<file path="src/utf8d_pkg.sv">
// ----------------------------------------------------------------------------
// UTF-8 decoder package
// Shared item types, status codes and sizes for the UTF-8 to UTF-32 decoder.
// ----------------------------------------------------------------------------
package utf8d_pkg;

   localparam int QUEUE_DEPTH = 4;

   localparam logic [2:0] STATUS_OK          = 3'd0;
   localparam logic [2:0] STATUS_NULL        = 3'd1;
   localparam logic [2:0] STATUS_SURROGATE   = 3'd2;
   localparam logic [2:0] STATUS_RANGE       = 3'd3;
   localparam logic [2:0] STATUS_STRAY       = 3'd4;
   localparam logic [2:0] STATUS_INTERRUPTED = 3'd5;
   localparam logic [2:0] STATUS_TRUNCATED   = 3'd6;

   typedef struct packed {
      logic [7:0] data_byte;
      logic       end_of_input;
   } req_type;

   typedef struct packed {
      logic [31:0] codepoint;
      logic [2:0]  status;
      logic        last_result;
   } rsp_type;

   typedef struct packed {
      logic [31:0] codepoint;
      logic [2:0]  status;
   } result_type;

   // One queue entry holds every result that one input item causes.
   typedef struct packed {
      result_type first;
      result_type second;
      logic       two;
   } entry_type;

endpackage

</file>
<file path="src/utf8d_front.sv">
// ----------------------------------------------------------------------------
// UTF-8 decoder front end
// Accepts bytes, tracks the pending sequence and forms the results of each item.
// ----------------------------------------------------------------------------
module utf8d_front (
   input  logic                 clock,
   input  logic                 reset,
   input  logic                 accept,
   input  utf8d_pkg::req_type   req_data,
   input  logic                 csr_write_enable,
   input  logic                 csr_write_data,
   output logic                 entry_push,
   output utf8d_pkg::entry_type entry_data
);

   logic        allow_extended_ff, allow_extended_in;
   logic [31:0] partial_ff, partial_in;
   logic [2:0]  left_ff, left_in;

   logic [7:0]  b;
   logic        eoi;
   logic        is_cont;
   logic [5:0]  cont_shift;
   logic [31:0] merged;
   logic [2:0]  merged_left;

   logic        lead_emit;
   utf8d_pkg::result_type lead_res;
   logic [31:0] lead_partial;
   logic [2:0]  lead_left;
   logic [31:0] lead_bits;
   logic [5:0]  lead_shift;
   logic [31:0] lead_init;

   utf8d_pkg::result_type res_a;
   utf8d_pkg::result_type res_b;
   logic [1:0]  res_count;

   function automatic logic [2:0] classify(input logic [31:0] cp);
      priority if (cp == 32'd0) begin
         classify = utf8d_pkg::STATUS_NULL;
      end else if ((cp & 32'h0000_F800) == 32'h0000_D800) begin
         classify = utf8d_pkg::STATUS_SURROGATE;
      end else if (cp >= 32'h0011_0000) begin
         classify = utf8d_pkg::STATUS_RANGE;
      end else begin
         classify = utf8d_pkg::STATUS_OK;
      end
   endfunction

   assign b       = req_data.data_byte;
   assign eoi     = req_data.end_of_input;
   assign is_cont = (b[7:6] == 2'b10);

   always_comb begin
      unique case (left_ff)
         3'd2:    cont_shift = 6'd6;
         3'd3:    cont_shift = 6'd12;
         3'd4:    cont_shift = 6'd18;
         3'd5:    cont_shift = 6'd24;
         3'd6:    cont_shift = 6'd30;
         3'd7:    cont_shift = 6'd36;
         default: cont_shift = 6'd0;
      endcase
      merged      = partial_ff | (32'(b[5:0]) << cont_shift);
      merged_left = left_ff - 3'd1;
   end

   // Lead byte decode, as if no sequence were pending.
   always_comb begin
      lead_emit    = 1'b0;
      lead_res     = '{codepoint: 32'(b), status: utf8d_pkg::STATUS_STRAY};
      lead_partial = 32'd0;
      lead_left    = 3'd0;
      lead_bits    = 32'd0;
      lead_shift   = 6'd0;
      priority if (b < 8'hE0) begin
         lead_bits = 32'(b[4:0]); lead_shift = 6'd6;  lead_left = 3'd1;
      end else if (b < 8'hF0) begin
         lead_bits = 32'(b[3:0]); lead_shift = 6'd12; lead_left = 3'd2;
      end else if (b < 8'hF8) begin
         lead_bits = 32'(b[2:0]); lead_shift = 6'd18; lead_left = 3'd3;
      end else if (b < 8'hFC) begin
         lead_bits = 32'(b[1:0]); lead_shift = 6'd24; lead_left = 3'd4;
      end else if (b < 8'hFE) begin
         lead_bits = 32'(b[0]);   lead_shift = 6'd30; lead_left = 3'd5;
      end else begin
         lead_bits = 32'd0;       lead_shift = 6'd36; lead_left = 3'd6;
      end
      lead_init = lead_bits << lead_shift;
      priority if (b < 8'h80) begin
         lead_emit = 1'b1;
         lead_left = 3'd0;
         lead_res.status = (b == 8'h00) ? utf8d_pkg::STATUS_NULL : utf8d_pkg::STATUS_OK;
      end else if (b < 8'hC0 || b == 8'hFF || (b >= 8'hF5 && !allow_extended_ff)) begin
         lead_emit = 1'b1;
         lead_left = 3'd0;
      end else if (eoi) begin
         lead_emit = 1'b1;
         lead_left = 3'd0;
         lead_res  = '{codepoint: lead_init, status: utf8d_pkg::STATUS_TRUNCATED};
      end else begin
         lead_partial = lead_init;
      end
   end

   always_comb begin
      res_a      = '{codepoint: merged, status: classify(merged)};
      res_b      = lead_res;
      res_count  = 2'd0;
      partial_in = partial_ff;
      left_in    = left_ff;
      if (left_ff != 3'd0 && is_cont) begin
         if (merged_left == 3'd0) begin
            res_count  = 2'd1;
            partial_in = 32'd0;
            left_in    = 3'd0;
         end else if (eoi) begin
            res_a      = '{codepoint: merged, status: utf8d_pkg::STATUS_TRUNCATED};
            res_count  = 2'd1;
            partial_in = 32'd0;
            left_in    = 3'd0;
         end else begin
            partial_in = merged;
            left_in    = merged_left;
         end
      end else begin
         partial_in = lead_partial;
         left_in    = lead_left;
         if (left_ff != 3'd0) begin
            res_a     = '{codepoint: partial_ff, status: utf8d_pkg::STATUS_INTERRUPTED};
            res_count = lead_emit ? 2'd2 : 2'd1;
         end else begin
            res_a     = lead_res;
            res_count = lead_emit ? 2'd1 : 2'd0;
         end
      end
      if (!accept) begin
         partial_in = partial_ff;
         left_in    = left_ff;
      end
      allow_extended_in = csr_write_enable ? csr_write_data : allow_extended_ff;
   end

   assign entry_push = accept && (res_count != 2'd0);
   assign entry_data = '{first: res_a, second: res_b, two: (res_count == 2'd2)};

   always_ff @(posedge clock) begin
      if (reset) begin
         allow_extended_ff <= 1'b0;
         partial_ff        <= 32'd0;
         left_ff           <= 3'd0;
      end else begin
         allow_extended_ff <= allow_extended_in;
         partial_ff        <= partial_in;
         left_ff           <= left_in;
      end
   end

endmodule

</file>
<file path="src/utf8d_queue.sv">
// ----------------------------------------------------------------------------
// UTF-8 decoder entry queue
// A short first-in first-out queue between the front end and the back end.
// ----------------------------------------------------------------------------
module utf8d_queue #(
   parameter int DEPTH = utf8d_pkg::QUEUE_DEPTH
) (
   input  logic                 clock,
   input  logic                 reset,
   input  logic                 push,
   input  utf8d_pkg::entry_type push_data,
   output logic                 full,
   input  logic                 pop,
   output logic                 empty,
   output utf8d_pkg::entry_type head
);

   localparam int PTR_W = (DEPTH > 1) ? $clog2(DEPTH) : 1;
   localparam int CNT_W = $clog2(DEPTH + 1);
   localparam logic [PTR_W-1:0] LAST_PTR = PTR_W'(DEPTH - 1);

   utf8d_pkg::entry_type slots_ff [DEPTH];
   logic [PTR_W-1:0] wr_ptr_ff, wr_ptr_in;
   logic [PTR_W-1:0] rd_ptr_ff, rd_ptr_in;
   logic [CNT_W-1:0] count_ff, count_in;
   logic             do_push, do_pop;

   assign full    = (count_ff == CNT_W'(DEPTH));
   assign empty   = (count_ff == '0);
   assign head    = slots_ff[rd_ptr_ff];
   assign do_push = push && !full;
   assign do_pop  = pop && !empty;

   always_comb begin
      wr_ptr_in = wr_ptr_ff;
      rd_ptr_in = rd_ptr_ff;
      count_in  = count_ff;
      if (do_push) begin
         wr_ptr_in = (wr_ptr_ff == LAST_PTR) ? '0 : wr_ptr_ff + PTR_W'(1);
      end
      if (do_pop) begin
         rd_ptr_in = (rd_ptr_ff == LAST_PTR) ? '0 : rd_ptr_ff + PTR_W'(1);
      end
      if (do_push && !do_pop) begin
         count_in = count_ff + CNT_W'(1);
      end else if (do_pop && !do_push) begin
         count_in = count_ff - CNT_W'(1);
      end
   end

   always_ff @(posedge clock) begin
      if (reset) begin
         wr_ptr_ff <= '0;
         rd_ptr_ff <= '0;
         count_ff  <= '0;
      end else begin
         wr_ptr_ff <= wr_ptr_in;
         rd_ptr_ff <= rd_ptr_in;
         count_ff  <= count_in;
      end
   end

   always_ff @(posedge clock) begin
      if (do_push) begin
         slots_ff[wr_ptr_ff] <= push_data;
      end
   end

endmodule

</file>
<file path="src/utf8d_back.sv">
// ----------------------------------------------------------------------------
// UTF-8 decoder back end
// Splits queue entries into single results and holds them in the output register.
// ----------------------------------------------------------------------------
module utf8d_back (
   input  logic                 clock,
   input  logic                 reset,
   input  logic                 q_empty,
   input  utf8d_pkg::entry_type q_head,
   output logic                 q_pop,
   input  logic                 rsp_pop,
   output logic                 rsp_empty,
   output utf8d_pkg::rsp_type   rsp_data
);

   logic               valid_ff, valid_in;
   logic               second_ff, second_in;
   utf8d_pkg::rsp_type out_ff, out_in;
   logic               load;

   assign load = !valid_ff || rsp_pop;

   always_comb begin
      valid_in  = valid_ff;
      second_in = second_ff;
      out_in    = out_ff;
      q_pop     = 1'b0;
      if (load) begin
         valid_in = !q_empty;
         if (!q_empty) begin
            if (second_ff) begin
               out_in    = '{codepoint: q_head.second.codepoint,
                             status: q_head.second.status, last_result: 1'b1};
               second_in = 1'b0;
               q_pop     = 1'b1;
            end else begin
               out_in    = '{codepoint: q_head.first.codepoint,
                             status: q_head.first.status, last_result: !q_head.two};
               second_in = q_head.two;
               q_pop     = !q_head.two;
            end
         end
      end
   end

   assign rsp_empty = !valid_ff;
   assign rsp_data  = out_ff;

   always_ff @(posedge clock) begin
      if (reset) begin
         valid_ff  <= 1'b0;
         second_ff <= 1'b0;
      end else begin
         valid_ff  <= valid_in;
         second_ff <= second_in;
      end
   end

   always_ff @(posedge clock) begin
      out_ff <= out_in;
   end

endmodule

</file>
<file path="src/utf8_to_utf32_decoder_unit.sv">
// ----------------------------------------------------------------------------
// UTF-8 to UTF-32 decoder unit
// Decodes a UTF-8 byte stream into codepoints with a status for each result.
// ----------------------------------------------------------------------------
//  Port group   Direction  Handshake              Payload
//  req_         in         push / full            data_byte, end_of_input
//  rsp_         out        empty / pop            codepoint, status, last_result
//  csr_         in         write enable           allow_extended
//
//  A byte is taken every cycle while the entry queue has room.
//  Each result is held in the output register on its own, so a byte that causes
//  two results occupies the output side with two separate results in turn.
//  A result passes through the entry queue and then the output register before it reaches the ports.
//  Reset clears the pending sequence, the queue and the output register's valid flag.
//  A stalled output fills the queue, which then raises full.
// ----------------------------------------------------------------------------
module utf8_to_utf32_decoder_unit #(
   parameter int QUEUE_DEPTH = utf8d_pkg::QUEUE_DEPTH
) (
   input  logic               clock,
   input  logic               reset,
   input  logic               req_push,
   output logic               req_full,
   input  utf8d_pkg::req_type req_data,
   output logic               rsp_empty,
   input  logic               rsp_pop,
   output utf8d_pkg::rsp_type rsp_data,
   input  logic               csr_write_enable,
   input  logic               csr_write_data
);

   logic                 accept;
   logic                 entry_push;
   utf8d_pkg::entry_type entry_data;
   logic                 q_empty;
   logic                 q_pop;
   utf8d_pkg::entry_type q_head;

   assign accept = req_push && !req_full;

   utf8d_front u_front (
      .clock            (clock),
      .reset            (reset),
      .accept           (accept),
      .req_data         (req_data),
      .csr_write_enable (csr_write_enable),
      .csr_write_data   (csr_write_data),
      .entry_push       (entry_push),
      .entry_data       (entry_data)
   );

   utf8d_queue #(
      .DEPTH (QUEUE_DEPTH)
   ) u_queue (
      .clock     (clock),
      .reset     (reset),
      .push      (entry_push),
      .push_data (entry_data),
      .full      (req_full),
      .pop       (q_pop),
      .empty     (q_empty),
      .head      (q_head)
   );

   utf8d_back u_back (
      .clock     (clock),
      .reset     (reset),
      .q_empty   (q_empty),
      .q_head    (q_head),
      .q_pop     (q_pop),
      .rsp_pop   (rsp_pop),
      .rsp_empty (rsp_empty),
      .rsp_data  (rsp_data)
   );

endmodule

</file>
<file path="config.mk">
export PLATFORM = sky130hd
export DESIGN_NAME = utf8_to_utf32_decoder_unit
export DESIGN_NICKNAME = d
export VERILOG_FILES = /design/src/utf8d_pkg.sv /design/src/utf8d_front.sv /design/src/utf8d_queue.sv /design/src/utf8d_back.sv /design/src/utf8_to_utf32_decoder_unit.sv
export SDC_FILE = /design/constraint.sdc
export NUM_CORES = 1
export LEC_CHECK = 0
export BUFFER_PORTS_ARGS = -buffer_cell sky130_fd_sc_hd__buf_2
export CAP_MARGIN = 20
export CORE_MARGIN = 2
export CORE_UTILIZATION = 50
export DETAILED_ROUTE_END_ITERATION = 6
export PLACE_DENSITY_LB_ADDON = 0.25
export SYNTH_ARGS = -nofsm -noshare
export SYNTH_HDL_FRONTEND = slang
export SYNTH_SLANG_ARGS = --single-unit
</file>
<file path="constraint.sdc">
create_clock -name clock -period 4.8 [get_ports clock]
set_clock_uncertainty 0.05 [all_clocks]
set_input_delay 0 -clock clock [delete_from_list [all_inputs] [get_ports clock]]
set_output_delay 0 -clock clock [all_outputs]
set_load 0.01 [all_outputs]
</file>
Word level (Yosys, flattened, before mapping)
Memories as Yosys holds them, arrays and structs flattened. A register that Yosys moved wholly into a read port is not among the register bits.
Cells that the tools add are included.
Cells by class
  $add $sub $neg: 5
  order comparisons: 9
  equal/unequal tests: 13
  shift operators: 2
  multiplexer cells: 62
  bitwise operators: 2
  reductions and logical operators: 26
Operators with widths (count)
  32-bit two-way mux: 11
  35-bit two-way mux: 4
  8-bit < comparator (second input constant): 7
  3-bit two-way mux: 17
  36-bit two-way mux: 1
  6-bit case mux with 6 select lines: 1
  32-bit by 21-bit greater-or-equal comparator with 1-bit output (second input constant): 1
  32-bit zero test: 1
  32-bit bitwise OR: 1
  32-bit by 6-bit << shifter with 32-bit output: 1
  6-bit by 6-bit << shifter with 32-bit output: 1
  6-bit two-way mux: 5
  2-bit two-way mux: 10
  3-bit equality test (second input constant): 5
  1-bit two-way mux: 13
  2-bit equality test (second input constant): 4
  8-bit equality test (second input constant): 1
  8-bit greater-or-equal comparator (second input constant): 1
  1-bit logical AND: 8
  8-bit zero test: 1
  1-bit zero test: 7
  3-bit by 2-bit equality test with 1-bit output (second input constant): 2
  3-bit zero test: 2
  3-bit by 1-bit subtractor with 3-bit output (second input constant): 2
  other kinds (8): 12
Word-level totals
  register bits after elaboration: 81
  memory bits (writable): 284
  input bits: 15
  output and inout port bits: 38
  word-level logic and storage cells: 131
  memories kept: 1
Memories
  u_queue.slots_ff: depth 4, width 71, read ports 1, clocked after memory_dff 1, wr ports 1, line utf8d_queue.sv:22  | utf8d_pkg::entry_type slots_ff [DEPTH];

Logic depth before layout (Yosys ltp)
Gate-level depths: netlist of the first run.
  depth in word-level cells: 15
  gate-level depth with buffers: 16
  mapped depth without buffers: 14

Cells and area by module
Synthesis of the first run repeated with hierarchy kept, for this count alone.
Second synthesis, totals
  cells, all modules: 1015
  area, all modules: 15810.2 um2
Modules (own cells, without submodules)
  utf8d_queue: instances 1, cells an instance 421, area each 10719.0 um2
  utf8d_front: instances 1, cells an instance 506, area each 3477.1 um2
  utf8d_back: instances 1, cells an instance 87, area each 1600.3 um2
  utf8_to_utf32_decoder_unit: instances 1, cells an instance 1, area each 13.8 um2

Worst setup path before layout of the first run
Ideal clock, no wire load.
  kind: input-to-reg
  start: input req_data[3] (netlist bit)
  end: memory u_queue.slots_ff[1][0] (netlist bit), enable pin
  setup time: 437 ps
  data arrival time: 4041 ps
  required time: 4313 ps
  slack: 272 ps
  stages: 11
  path buffers: 2
  cell sequence: clkbuf_1 -> clkbuf_1 -> nand3_1 -> a21boi_0 -> o211ai_1 -> nor3b_1 -> inv_1 -> ha_1 -> o21ai_0 -> a21oi_1 -> and2_1
Between the ends
  cells in the longest elaborated chain, start to end: 13
RTL lines
  start, declared: line utf8_to_utf32_decoder_unit.sv:24  | input utf8d_pkg::req_type req_data,
  8-bit < comparator, or another cell as far along: line utf8d_front.sv:95  | end else if (b < 8'hC0 || b == 8'hFF || (b >= 8'hF5 && !allow_extended_ff)) begin
  1-bit logical OR / 1-bit logical AND (equally long branches): line utf8d_front.sv:95
  1-bit logical OR: line utf8d_front.sv:95
  1-bit two-way mux: line utf8d_front.sv:95
  1-bit two-way mux (*): line utf8d_front.sv:91  | priority if (b < 8'h80) begin
  1-bit two-way mux / 2-bit two-way mux (equally long branches): line utf8d_front.sv:135, utf8d_front.sv:132
  2-bit two-way mux (*): line utf8d_front.sv:130  | if (left_ff != 3'd0) begin
  2-bit two-way mux (*): line utf8d_front.sv:113  | if (left_ff != 3'd0 && is_cont) begin
  2-bit nonzero test (*): line utf8d_front.sv:145  | assign entry_push = accept && (res_count != 2'd0);
  1-bit logical AND (*): line utf8d_front.sv:145
  1-bit logical AND (*): line utf8d_queue.sv:31  | assign do_push = push && !full;
  net u_queue.do_push: line utf8d_queue.sv:26  | logic do_push, do_pop;
  1-bit two-way mux (*): line utf8d_queue.sv:64  | if (do_push) begin
  1-bit two-way mux (not written as such) (*): line utf8d_queue.sv:65  | slots_ff[wr_ptr_ff] <= push_data;
  end, declared: line utf8d_queue.sv:22
The timed path passes the listed nets; every way through them passes the cells marked *.

==> impl_results.md, run 1 <==
- Hpwl dp: 20300 µm
- Global-route wire length before repair: 51600 µm
- Least-Margin Pin Slew: 0.941 ns
- Worst skew pair latency: 0.53 ns
- Max-cap violations: 0
- CP Data Arrival Time: 4.59 ns
- Largest net degree at the start of global routing: 46
- Die footprint: 0.0322 mm²
- TritonRoute pass-1 iters: 6
- Post-CTS Setup Bufs: 0
- Worst path required time: 5.11 ns
- Final worst-path cycle share: 0.893
- Die H: 179 µm
- Final Max Tran Viols: 0
- Area growth syn-to-layout: 15.4%
- WL per Instance: 21.7 µm
- Synth cell types: 66
- Post-synth EDFFs: 320
- Post-cts resize count: 0
- TritonCTS clock tree: built
- Seq/Total Area, Yosys: 0.685
- Pwr dens: 519 mW/mm²
- Antenna Nets Post-Route: 0
- Status: complete, no violations
- Placeable Area: 0.0304 mm²
- Minimum clock period: 4.28 ns
- 1st-iter DRT viols: 928
- Most frequent cells in the layout: edfxtp_1 (320), nor2_1 (79), mux4_2 (71)
- Seq cells post-synth: 367
- Layout cells sized above 1: 0.233
- Total Routing Usage GR: 0.205
- CTS Hold Bufs: 13
- Vias in the first global route: 9086
- Synth warnings: 0
- Main synth FF type: edfxtp_1
- Boundary Pins: 53
- Final Hold Fails: 0
- Cells after Synth: 988
- Root buf cell: clkbuf_16
- Crit path max fanout: 23
- Pleak: 6.00 nW
- Maximum vdd ir drop: 756 µV
- H-tree depth: 2
- Ys async rst share: 0
- Routed vias/inst: 5.90
- CP startpoint kind: flip-flop
- Mean Syn Cell Area: 15.6 µm²
- Setup CP Type: flip-flop to flip-flop
- Finished Core Util: 0.584
- Routed wire length: 33000 µm
- Clock transition at the registers of the reported paths: 0.06 ns
- DR vias: 8987
- Ant diodes: 0
- Final Net Count: 1128
- Starting density of the core: 0.506
- Max-slew headroom: 0.372
- Setup_tns: 0 ns
- Max Buffers Root-to-Sink: 3
- GPL Wtd Cong: 0.975
- Most common cell after layout, fill and taps aside: edfxtp_1
- Finish-stage setup viols: 0
- # rows: 64
- Cts bufs inserted: 38
- RSZ-0062 raised after global routing: no
- Worst setup EP type: flip-flop
- Min-delay worst type: primary input to flip-flop
- Port bufs: 52
- DRC errors left: 0
- Die Wd: 179 µm
- FMAX: 0.233 GHz
- Clk sinks: 367
- Gr ovfl total: 0
- Post-Syn Area: 0.0154 mm²
- Initial antenna violation count: 0
[sequential cells by signal, indices dropped and copies added (netlist names), 2 cells and up, named ones only]
name	cells
u_queue.slots_ff	284
u_back.rsp_data	36
u_front.partial_ff	32
u_front.left_ff	3
u_queue.count_ff	3
u_queue.rd_ptr_ff	2
u_queue.wr_ptr_ff	2
[cells in the mapped netlist, drive strengths merged, types with 4 or more instances]
library cell / count / area (µm²)
and2: 18 / 115
inv: 13 / 48.8
o221ai: 5 / 43.8
mux2i: 10 / 100
o211ai: 4 / 30.0
mux2: 37 / 417
o21ai: 42 / 210
or3: 4 / 30.0
a21o: 8 / 60.1
nor3b: 5 / 37.5
edfxtp: 320 / 9610
a31oi: 20 / 125
and3: 10 / 62.6
buf: 13 / 56.3
nor4: 6 / 37.5
nor2b: 6 / 37.5
nand2: 35 / 131
nand2b: 8 / 50.1
nor2: 79 / 297
nor3: 25 / 125
mux4: 71 / 1600
dfxtp: 47 / 941
a21oi: 63 / 315
nand3: 17 / 85.1
clkbuf: 52 / 195
ha: 13 / 163
a22o: 4 / 35.0
[kinds of logic after synthesis]
group | share of synthesized area
flops | 0.685
simple gates | 0.0722
compound gates | 0.0714
mux | 0.137
buf+inv | 0.0200
fa+ha+maj | 0.0119
xor+xnor | 0.00171
other cells | 0.000244
[where the power goes]
group	total (mW)	switching (mW)	internal, mW
combinational	2.02	1.03	0.992
clock	2.93	1.21	1.72
sequential	4.27	0.230	4.04
[through the flow]
step	cell area [µm²]	setup slack, ns	power, mW	hold slack [ns]	cells
finish	17800	0.515	9.21	0.0420	1523
global route	17800	0.331	9.64	0.0244	1523
CTS	17800	0.560	9.33	0.0103	1523
detailed placement	16400	0.593	6.37	0.190	1442
global placement	16400	0.692	6.34	0.185	1442
floorplan	15600	0.272	5.74	0.0489	1031
[metal layers]
layer	vias up	GRT usage	wire, µm
met5	-	0	0
met4	0	0.0758	1110
met3	85	0.0377	2090
met2	313	0.326	15600
met1	4530	0.287	14200
li1	4059	-	-
[layout make-up]
cell class	count	area, µm²
Inverter	15	56.3
Sequential cell	367	10600
Clock buffer	45	998
Fill cell	2361	12700
Clock inverter	23	246
Multi-Input combinational cell	584	4730
Tap cell	396	495
Timing Repair Buffer	93	676
[critical path: stages (launching register included)]
cell      delay, ns
dfxtp_1        0.47
inv_1          0.19
ha_1           0.71
mux2i_1        0.32
o221ai_1       0.16
a221o_1        0.45
or4_1          0.54
a2111o_1       0.48
or4_1          0.55
nand3_1        0.19
[path summary, 6_finish.rpt]
kind / from / end / slack [ns] / cells past startpoint
max: u_front.left_ff[0] / u_queue.slots_ff[1][36] / 0.52 / 9
min reg2reg: u_front.partial_ff[17] / u_front.partial_ff[17] / 0.45 / 2
max reg2reg: u_front.left_ff[0] / u_queue.slots_ff[1][36] / 0.52 / 9
min: req_data[5] / u_front.partial_ff[10] / 0.04 / 5
Note: power is estimated with default switching activity, not from simulation.
==> run 2: changes to the inputs <==
ABC_AREA = 1   (was not set)
BUFFER_PORTS_ARGS = not set   (was -buffer_cell sky130_fd_sc_hd__buf_2)
DONT_BUFFER_PORTS = 1   (was not set)
==> impl_results.md, run 2 <==
- Most frequent cells in the layout: edfxtp_1 (320), nor2_1 (315), o21ai_0 (190)
- Seq/Total Area, Yosys: 0.661
- Pleak: 6.41 nW
- Sw Ratio: 0.317
- Setup crit start: req_data[8]
- Cell family with most CP delay: buffers and inverters
- Cts bufs inserted: 38
- Global-route wire length before repair: 61500 µm
- Clk sinks: 367
- CP Buf/Inv Count: 6
- Max Buffers Root-to-Sink: 3
- Finished Core Util: 0.571
- Cell Chain, Critical Path: dlygate4sd3_1 -> nand2_1 -> dlygate4sd3_1 -> a21oi_2 -> nand2_4 -> nor2_4 -> dlygate4sd3_1 -> inv_2 -> ha_1 -> o21ai_0 -> a21oi_1 -> inv_2 -> nor2_4 -> buf_12
- Share of the synthesized area in the top cell type: 0.602
- 1st-iter DRT viols: 1340
- Starting density of the core: 0.507
- Ant diodes: 0
- Max FFs per register: 284
- Worst Hold Launch: req_data[7]
- Initial antenna violation count: 1
- Worst path required time: 4.95 ns
- Cells after DPL: 1886
- Worst setup EP type: flip-flop
- Worst R2R End: u_queue.slots_ff[1][59]
- Least-Margin Pin Slew: 1.03 ns
- Cells after Synth: 1507
- Max-slew headroom: 0.310
- Flop-to-flop setup slack: 1.22 ns
- Status: complete, no violations
- Multi-input combinational cell area: 0.00484 mm²
- Clock transition at the registers of the reported paths: 0.06 ns
- Mean Syn Cell Area: 10.6 µm²
- Antenna Nets Post-Route: 0
- H-tree depth: 2
- # rows: 65
- Largest net degree at the start of global routing: 81
- Synth cell types: 45
- Crit path max fanout: 38
- TritonRoute pass-1 iters: 5
- Seq cells post-synth: 367
- Finish-stage setup viols: 0
- Comb power frac: 0.226
- Min-delay worst type: primary input to flip-flop
- Total Routing Usage GR: 0.240
- CP Data Arrival Time: 4.29 ns
- Most used cell along the critical path: dlygate4sd3_1
- RR Startpoint: u_front.left_ff[0]
- Slowest stage delay, CP: 0.75 ns
- Slowest library cell on the worst path: dlygate4sd3_1
- Top post-synthesis cells by area: edfxtp_1 (60%), nor2_1 (7.5%), o21ai_0 (6.0%)
- Main synth FF type: edfxtp_1
- Post-synth EDFFs: 320
- Maximum vdd ir drop: 242 µV
- Layout cells sized above 1: 0.0761
- Largest area contributor in the netlist: edfxtp_1
- Vias in the first global route: 10700
- Reg area: 0.0106 mm²
- Post-Syn Area: 0.0160 mm²
- Final Net Count: 1578
- Final worst-path cycle share: 0.862
- TritonCTS clock tree: built
- Area growth syn-to-layout: 12.6%
- Final Hold Fails: 0
- FF-to-FF path depth: 13
- Int Power: 6.38 mW
- Ys async rst share: 0
- Most common cell after layout, fill and taps aside: edfxtp_1
- DRC errors left: 0
- Boundary Pins: 53
- Routed vias/inst: 5.75
- Count leader, synth: edfxtp_1
- Hpwl dp: 24300 µm
- Die Wd: 183 µm
- WL per Instance: 20.1 µm
- Port bufs: 0
- Switching pwr: 2.96 mW
- FMAX: 0.242 GHz
- RSZ-0062 raised after global routing: no
- Placeable Area: 0.0315 mm²
- Post-cts resize count: 0
- Layout fillers: 2592
- Final cell count without fillers: 1978
- Max-cap violations: 0
- Clock share of power: 0.303
- Worst skew pair latency: 0.53 ns
- GPL Wtd Cong: 0.994
- Register share of total power: 0.471
- Top reg by flops: u_queue.slots_ff
- Minimum clock period: 4.14 ns
- Post-route cell area: 0.0180 mm²
- CP startpoint kind: primary input
- Synth warnings: 0
- Final Max Tran Viols: 0
- Root buf cell: clkbuf_16
- Tot Pwr: 9.34 mW
- Routed wire length: 39800 µm
- Post-DP Area: 0.0165 mm²
- WHS Endpoint: u_front.partial_ff[7]
- Pwr dens: 520 mW/mm²
- Die footprint: 0.0334 mm²
- Setup CP Type: primary input to flip-flop
- Gr ovfl total: 0
- Hold depth: 5
- Die H: 183 µm
- Top post-synthesis cells by count: edfxtp_1 (320), nor2_1 (319), o21ai_0 (190)
- DR vias: 11400
==> run 2: changes by cell type after synthesis, sizes merged, moves of 12 or more <==
cell | before | now
and2 | 18 | 1
a21oi | 63 | 36
nor2 | 79 | 328
nand4 | 3 | 25
o21ai | 42 | 198
a211oi | 2 | 14
nor3 | 25 | 8
a31oi | 20 | 38
o22ai | 2 | 43
nand2 | 35 | 153
mux2 | 37 | 0
mux4 | 71 | 0
nand3 | 17 | 52
inv | 13 | 110
==> run 2: logic make-up after synthesis <==
logic type               after synthesis  share of synthesized area
AND/OR/NAND/NOR                      569                      0.150
other                                  1                   0.000235
buffers and inverters                197                     0.0488
adder cells (fa/ha/maj)               14                     0.0114
XOR/XNOR                               1                   0.000549
flip-flops                           367                      0.661
AO/OA/AOI/OAI                        358                      0.128
==> run 2: routing by layer <==
layer  global-route usage  vias to the layer above  share of wire
met4               0.0819                        0          0.033
li1                     -                     5364              -
met2                0.363                      483           0.45
met3               0.0403                       92          0.079
met1                0.353                     5432           0.44
met5                    0                        -              0
==> run 2: per-stage QoR <==
stage | hold slack (ns) | setup TNS, ns | worst slack [ns]
global route | 0.0466 | 0 | 0.514
global placement | 0.0284 | 0 | 1.31
detailed placement | 0.0275 | 0 | 1.25
floorplan | 0.0436 | -171.10 | -0.602
finish | 0.0319 | 0 | 0.660
CTS | 0.00283 | 0 | 0.695
==> run 2: layout make-up <==
type	count	share of cell area
Clock buffer	52	0.0594
Clock inverter	15	0.00703
Inverter	113	0.0238
Multi-Input combinational cell	986	0.269
Sequential cell	367	0.587
Tap cell	402	0.0280
Timing Repair Buffer	43	0.0255
==> run 2: worst max-delay path by stage <==
| stage | end | slack (ns) | cells past startpoint |
|---|---|---|---|
| floorplan | u_queue.slots_ff[0][0] | -0.60 | 11 |
| global placement | u_queue.slots_ff[1][47] | 1.31 | 13 |
| detailed placement | u_queue.slots_ff[1][33] | 1.25 | 13 |
| CTS | u_queue.slots_ff[1][8] | 0.69 | 14 |
| global route | u_queue.count_ff[2] | 0.51 | 19 |
| finish | u_queue.slots_ff[1][59] | 0.66 | 14 |
==> run 2: worst register-to-register path: stages (launching register included) <==
cell and delay, ns:
dfxtp_1 0.36, inv_1 0.15, ha_1 0.18, inv_1 0.07, nor2_4 0.41, nor2_4 0.08, inv_2 0.41, nor2_1 0.14
nand2_1 0.16, o21ai_0 0.13, a21oi_1 0.23, inv_2 0.16, nor2_4 0.38, buf_12 0.31
==> run 2: repair_timing <==
action,4_1_cts,5_1_grt
hold endpoints to repair,119,0
buffers inserted,0,0
hold buffers,25,0
==> run 2: power groups by stage <==
| stage | Sequential (mW) | Clock, mW | Combinational [mW] |
|---|---|---|---|
| after floorplan | 4.42 | 0 | 1.47 |
| after global placement | 4.46 | 0 | 2.05 |
| after detailed placement | 4.47 | 0 | 2.09 |
| after CTS | 4.40 | 2.87 | 2.12 |
| after global routing | 4.45 | 3.00 | 2.35 |
| final | 4.40 | 2.83 | 2.11 |
==> run 3: changes to the inputs <==
PLACE_DENSITY_LB_ADDON = 0.05   (was 0.25)
==> impl_results.md, run 3 (synthesis gave the netlist of run 2 again) <==
- Status: complete, no violations
- Die H: 183 µm
- Worst path required time: 4.98 ns
- Least-Margin Pin Slew: 1.06 ns
- Max Buffers Root-to-Sink: 3
- CP Data Arrival Time: 4.63 ns
- Cts bufs inserted: 41
- Final cell count without fillers: 1994
- Cells after DPL: 1899
- Post-CTS Setup Bufs: 0
- Final worst-path cycle share: 0.929
- Max-cap violations: 0
- Total Routing Usage GR: 0.253
- Final Net Count: 1592
- Placeable Area: 0.0315 mm²
- Final Max Tran Viols: 0
- Port bufs: 0
- Routed wire length: 41800 µm
- 1st-iter DRT viols: 1072
- Largest net degree at the start of global routing: 117
- CTS Hold Bufs: 23
- Multi-input combinational cell area: 0.00484 mm²
- Vias in the first global route: 11100
- Clk sinks: 367
- Post-cts resize count: 0
- Layout fillers: 2708
- Root buf cell: clkbuf_16
- Hold slack: 0.0282 ns
- Pleak: 6.53 nW
- Most common cell after layout, fill and taps aside: edfxtp_1
- Final Hold Fails: 0
- Setup_tns: 0 ns
- Gr ovfl total: 0
- H-tree depth: 2
- Crit path max fanout: 12
- FMAX: 0.224 GHz
- TritonCTS clock tree: built
- Reg area: 0.0106 mm²
- Global-route wire length before repair: 64700 µm
- Boundary Pins: 53
- Top reg by flops: u_queue.slots_ff
- Setup CP Type: primary input to flip-flop
- TritonRoute pass-1 iters: 6
- Maximum vdd ir drop: 462 µV
- GPL Wtd Cong: 0.937
- Ant diodes: 0
- WL per Instance: 20.9 µm
- Post-route cell area: 0.0182 mm²
- Worst setup EP type: flip-flop
- Area growth syn-to-layout: 14.2%
- Layout cells sized above 1: 0.0873
- DR vias: 11500
- Max FFs per register: 284
- Finish-stage setup viols: 0
- Final worst setup slack: 0.343 ns
- CP startpoint kind: primary input
- Minimum clock period: 4.46 ns
- Antenna Nets Post-Route: 0
- Starting density of the core: 0.507
- Most frequent cells in the layout: edfxtp_1 (320), nor2_1 (315), o21ai_0 (190)
- Hpwl dp: 25900 µm
- Pwr dens: 526 mW/mm²
- Initial antenna violation count: 0
- RSZ-0062 raised after global routing: no
- Max-slew headroom: 0.284
- Post-DP Area: 0.0167 mm²
- Die footprint: 0.0334 mm²
- Die Wd: 183 µm
- DRC errors left: 0
- Clock transition at the registers of the reported paths: 0.06 ns
- # rows: 65
- Worst skew pair latency: 0.54 ns
- Place WS: 1.20 ns
- Min-delay worst type: primary input to flip-flop
- Routed vias/inst: 5.76
==> run 3: final cells by class <==
class	instances	area share
Tap cell	402	0.0276
Sequential cell	367	0.579
Timing Repair Buffer	54	0.0335
Inverter	113	0.0235
Clock inverter	13	0.00913
Clock buffer	59	0.0617
Multi-Input combinational cell	986	0.265
==> run 3: path summary, 6_finish.rpt <==
kind | end | slack (ns) | cells past startpoint | from
hold / removal | u_queue.slots_ff[2][54] | 0.03 | 4 | req_data[7]
hold reg to reg | u_front.partial_ff[26] | 0.43 | 2 | u_front.partial_ff[26]
setup / recovery | u_queue.slots_ff[1][18] | 0.34 | 19 | req_data[8]
setup reg to reg | u_queue.slots_ff[1][18] | 1.17 | 12 | u_front.left_ff[0]
==> run 3: critical path, stage by stage <==
cell and delay, ns:
dlygate4sd3_1 0.77, nand2_1 0.08, dlygate4sd3_1 0.61, nor2_2 0.17, inv_4 0.10, nor2_4 0.15, nand2_2 0.09, nor2_4 0.12
a21oi_2 0.08, nand2_4 0.10, nor2_4 0.03, dlygate4sd3_1 0.65, inv_2 0.18, ha_1 0.20, nand2_1 0.06, a21oi_1 0.25
inv_2 0.17, nor2_4 0.51, buf_4 0.29
==> run 3: metrics by stage <==
| step | power [mW] | utilization |
|---|---|---|
| detailed placement | 6.65 | 0.530 |
| global placement | 6.62 | 0.530 |
| floorplan | 5.89 | - |
| CTS | 9.67 | 0.579 |
| finish | 9.59 | 0.579 |
| global route | 10.1 | 0.579 |
==> run 3: routing by layer <==
layer  wire length, µm  vias to the layer above  track usage
li1                  -                     5401            -
met1             19000                     5610        0.370
met2             19000                      401        0.393
met3              2770                       73       0.0459
met4               982                        0       0.0674
met5                 0                        -            0
==> run 3: power by group <==
group | internal [mW] | switching, mW
clock network | 1.79 | 1.21
registers | 4.14 | 0.271
logic | 0.628 | 1.55
total | 6.56 | 3.03
